$ cat src/sv/mio0_pkg.sv
// mio0_pkg: shared types and constants for the MIO0 LZ decompressor.
// Token and byte beat structs, controller/datapath command and status bundles.
// No dependencies.
`default_nettype none

package mio0_pkg;

    localparam int WINDOW_DEPTH = 4096;
    localparam int WIN_AW       = $clog2(WINDOW_DEPTH);
    localparam int BP_W         = 24;
    localparam int CNT_W        = 5;      // copy length 3..18
    localparam int DIST_W       = 13;     // distance 1..4096
    localparam int COPY_BIAS    = 3;
    localparam int CFG_ADDR_W   = 2;
    localparam int CFG_DATA_W   = 32;

    localparam logic [CFG_ADDR_W-1:0] ADDR_OUTPUT_SIZE = 2'd0;

    typedef struct packed {
        logic        is_literal;
        logic [7:0]  literal_value;
        logic [3:0]  length_code;
        logic [11:0] distance_code;
    } token_t;

    typedef struct packed {
        logic [7:0] out_byte;
        logic       last_of_token;
        logic       stream_done;
        logic       bad_distance;
    } byte_beat_t;

    // controller -> datapath
    typedef struct packed {
        logic start;    // latch token, issue first history read
        logic emit;     // produce one byte into the output register
    } ctl_cmd_t;

    // datapath -> controller
    typedef struct packed {
        logic done;     // bytes produced >= output size
        logic last;     // byte produced now ends the token
        logic out_free; // output register can take a byte this cycle
    } dp_status_t;

endpackage

`default_nettype wire

$ cat src/sv/mio0_ctrl.sv
// mio0_ctrl: token sequencer for the MIO0 decompressor.
// Depends on mio0_pkg (ctl_cmd_t, dp_status_t).
`default_nettype none

module mio0_ctrl (
    input  wire                 clk,
    input  wire                 rst_n,
    input  wire                 in_valid,
    output logic                in_ready,
    input  wire                 tok_is_literal,
    input  mio0_pkg::dp_status_t status,
    output mio0_pkg::ctl_cmd_t  cmd
);
    import mio0_pkg::*;

    typedef enum logic [1:0] {
        S_IDLE,
        S_LIT,
        S_COPY
    } state_t;

    state_t state_reg;
    state_t state_next;

    assign in_ready  = (state_reg == S_IDLE);
    // a token that arrives after the stream is complete is taken and dropped
    assign cmd.start = in_valid && in_ready && !status.done;
    assign cmd.emit  = (state_reg != S_IDLE) && status.out_free;

    always_comb
    begin
        state_next = state_reg;
        unique case (state_reg)
            S_IDLE:
            begin
                if (cmd.start)
                begin
                    state_next = tok_is_literal ? S_LIT : S_COPY;
                end
            end
            S_LIT:
            begin
                if (cmd.emit)
                begin
                    state_next = S_IDLE;
                end
            end
            S_COPY:
            begin
                if (cmd.emit && status.last)
                begin
                    state_next = S_IDLE;
                end
            end
            default:
            begin
                state_next = S_IDLE;
            end
        endcase
    end

    always_ff @(posedge clk or negedge rst_n)
    begin
        if (!rst_n)
        begin
            state_reg <= S_IDLE;
        end
        else
        begin
            state_reg <= state_next;
        end
    end

endmodule

`default_nettype wire

$ cat config.mk
export PLATFORM = sky130hd
export DESIGN_NAME = mio0_ctrl
export DESIGN_NICKNAME = d
export VERILOG_FILES = /design/src/sv/mio0_pkg.sv /design/src/sv/mio0_ctrl.sv
export SDC_FILE = /design/constraint.sdc
export NUM_CORES = 1
export LEC_CHECK = 0
export ABC_AREA = 1
export BUFFER_PORTS_ARGS = -buffer_cell sky130_fd_sc_hd__buf_2
export CAP_MARGIN = 40
export CORE_AREA = 4 4 41 43
export CTS_CLUSTER_DIAMETER = 150
export DETAILED_ROUTE_END_ITERATION = 10
export DIE_AREA = 0 0 45 47
export GPL_TIMING_DRIVEN = 0
export PLACE_DENSITY_LB_ADDON = 0.3
export REMOVE_ABC_BUFFERS = 1
export SYNTH_ARGS = -nofsm -noshare
export SYNTH_HDL_FRONTEND = slang
export SYNTH_SLANG_ARGS = --single-unit
export TNS_END_PERCENT = 50
$ cat constraint.sdc
create_clock -name clk -period 0.9 [get_ports clk]
set_clock_uncertainty 0.1 [all_clocks]
set_input_delay 0.045 -clock clk [delete_from_list [all_inputs] [get_ports clk]]
set_output_delay 0.045 -clock clk [all_outputs]
set_load 0.03 [all_outputs]
==> reports/results.ini <==
[critical_path]
worstSetupEndpointType=primary output
critPathKind=reg -> out
reg2reg_depth=5
crit_family=flip-flops
worst-path-buf-inv=1
r2r-end=state_reg[1]$_DFFE_PN0P_
required_ps=750
crit_cells=4
cp_cell_sequence=nor2_4 -> nand2_1 -> nor2_1 -> buf_4
r2r_slack_ps=-60
startpoint=state_reg[1]$_DFFE_PN0P_
critPathMaxFanout=4
r2r_start=state_reg[1]$_DFFE_PN0P_
slowest_stage=dfrtp_1
startpoint_type=register
cpPeakStageDelay_ps=390
timing.critical_path.to=cmd[1]
worstPathArrival_ps=1050

[timing]
setup_viol=5
finalHoldViolCount=0
rsz0062_at_grt=true
slew_headroom_pct=89.9
setup_tns_ps=-838
max_slew.worst_pin.slew_ps=152
max_freq_ghz=0.834
slew_violations=0
finalCriticalPeriod_ps=1200
hold_ws_ps=2.31
layout_setup_ws_ps=-299
fin_crit_sh_pct=133

[place]
dpl.hpwl_um=297
io_buffer_count=9
place_congestion=0.612
place_area_um2=195

[die]
die_w_um=45
num_rows=13
start_util_pct=10.1
dieArea_mm2=0.00212
core_mm2=0.00130
num_io_pins=10
fp.dieH_um=47

[detailed_routing]
drt_iter0_markers=1
routed_wl_um=406
via_per_inst=3.41
drt_pass1_iterations=4
wire_per_inst_um=7.96
ant_nets=0
vias=174
drc=0

[grt]
grt_usage_pct=5.06
grt_pass1_wl_um=627
grt.overflow.total=0
grt_pass1_vias=169
antenna_found_initial=0
grt_max_degree=5

[layout]
synthToLayoutAreaGrowth_pct=104
drive_above_1_share_pct=41.7
fin_area_um2=268
n_antenna_cell=0
nNetsFinal=45
largest_reg_flops=2

[pwr]
pwr-share-clk_pct=44.5
p_int_uw=311
sw_frac_of_total_pct=30.3
power_frac_seq_pct=24.5
leakage_nw=0.155
pwr_density_cell_mw_per_mm2=1670
ir_drop_mv=0.300
pwr-share-comb_pct=31.0
finalPower_uw=446
p_sw_uw=135

[outcome]
status=finished, violations left
violations=setup timing

[yosys]
ys_top_cells_by_area=dfrtp_1 (38%), inv_1 (14%), nand2_1 (14%)
synthAdderAreaFrac_pct=0
synthXorXnorAreaFrac_pct=0
ys_warn_count=0
syn_area_per_cell_um2=6.91
ys_types=8
yosys.area.top_type=dfrtp_1
synth_top_cell_area_share_pct=38.1
synthSimpleGateAreaFrac_pct=47.6
syn_area_um2=131
synth_cells=19
synth_top_family_by_area=simple AND/OR/NAND/NOR gates
synth-seq-cells=2
synth_compound_area_share_pct=0
ys_seq_area_share_pct=38.1
synthMuxAreaShare_pct=0

[clock_network]
htreeDepth=1
clk_latency_ps=220
clockBufferDepth=2
cts.sinks=2
cts_root_buf=clkbuf_4
cts_buffers=3
cts.reportedPaths.clkPinSlew_ps=30
cts_tree=yes

[worst_hold_path]
hold_class=in -> reg

[job]
max_cap_viol_count=0

==> layer usage <==
layer / vias up / GRT usage [%] / wire length [µm]
li1: 92 / - / -
met1: 76 / 2.73 / 162
met2: 6 / 7.91 / 223
met3: 0 / 4.60 / 20
met4: 0 / 7.02 / 0
met5: - / 0 / 0
==> how the worst min path moves through the flow <==
stage,startpoint,end,slack [ps],cells past startpoint
3_3_place_gp,rst_n,state_reg[0]$_DFFE_PN0P_,-270,1
2_1_floorplan,rst_n,state_reg[0]$_DFFE_PN0P_,-350,0
3_5_place_dp,rst_n,state_reg[0]$_DFFE_PN0P_,-270,1
6_report,status[0],state_reg[1]$_DFFE_PN0P_,2,4
5_1_grt,in_valid,state_reg[0]$_DFFE_PN0P_,4,3
4_1_cts,status[0],state_reg[1]$_DFFE_PN0P_,0.4,4
==> cell usage in the layout, fill, tap and decap left out, drive strengths merged <==
master	count
buf	11
nand2	5
inv	5
clkbuf	3
dlygate4sd3	3
nor2	3
nand4	2
dfrtp	2
nand3	1
nand3b	1
==> layout make-up <==
class	instances	area, µm²
tap	15	18.8
inverter	5	18.8
fill	154	1030
sequential	2	50.0
multi-input combinational	12	62.6
timing repair buffer	14	95.1
clock buffer	3	22.5
==> power by group through the flow <==
stage	sequential (mW)	clock (mW)	combinational (mW)
floorplan	0.111	0	0.0685
global placement	0.112	0	0.104
detailed placement	0.113	0	0.106
CTS	0.110	0.209	0.140
global route	0.110	0.215	0.151
finish	0.109	0.199	0.138
==> tightest hold or removal path, cell delays in order <==
cell and delay [ps]:
buf_2 90, nand2_1 50, nand3_1 60, nand2_1 50
==> synth_stat cells <==
master and instances:
nand3b_1 1, dfrtp_1 2, nor2_4 1, nand3_1 1, nand4_1 2, nor2_1 2
inv_1 5, nand2_1 5
==> kinds of logic after synthesis <==
| kind of cell | count (synthesis) |
|---|---|
| simple gates | 12 |
| buf+inv | 5 |
| flops | 2 |
==> stage by stage <==
stage / util, % / instances / setup slack (ps)
global placement: 15.0 / 43 / -130
floorplan: - / 19 / -387
detailed placement: 15.0 / 43 / -146
CTS: 20.6 / 51 / -318
global route: 20.6 / 51 / -351
finish: 20.6 / 51 / -299
==> what timing repair did <==
action | in CTS | in global routing
setup buffers | 2 | 0
pin swaps | 1 | 0
setup endpoints to repair | 5 | 5
hold endpoints to repair | 4 | 0
hold buffers | 3 | 0
cloned | 0 | 0
resized for setup | 2 | 0
Power figures use the tool's default switching activity.
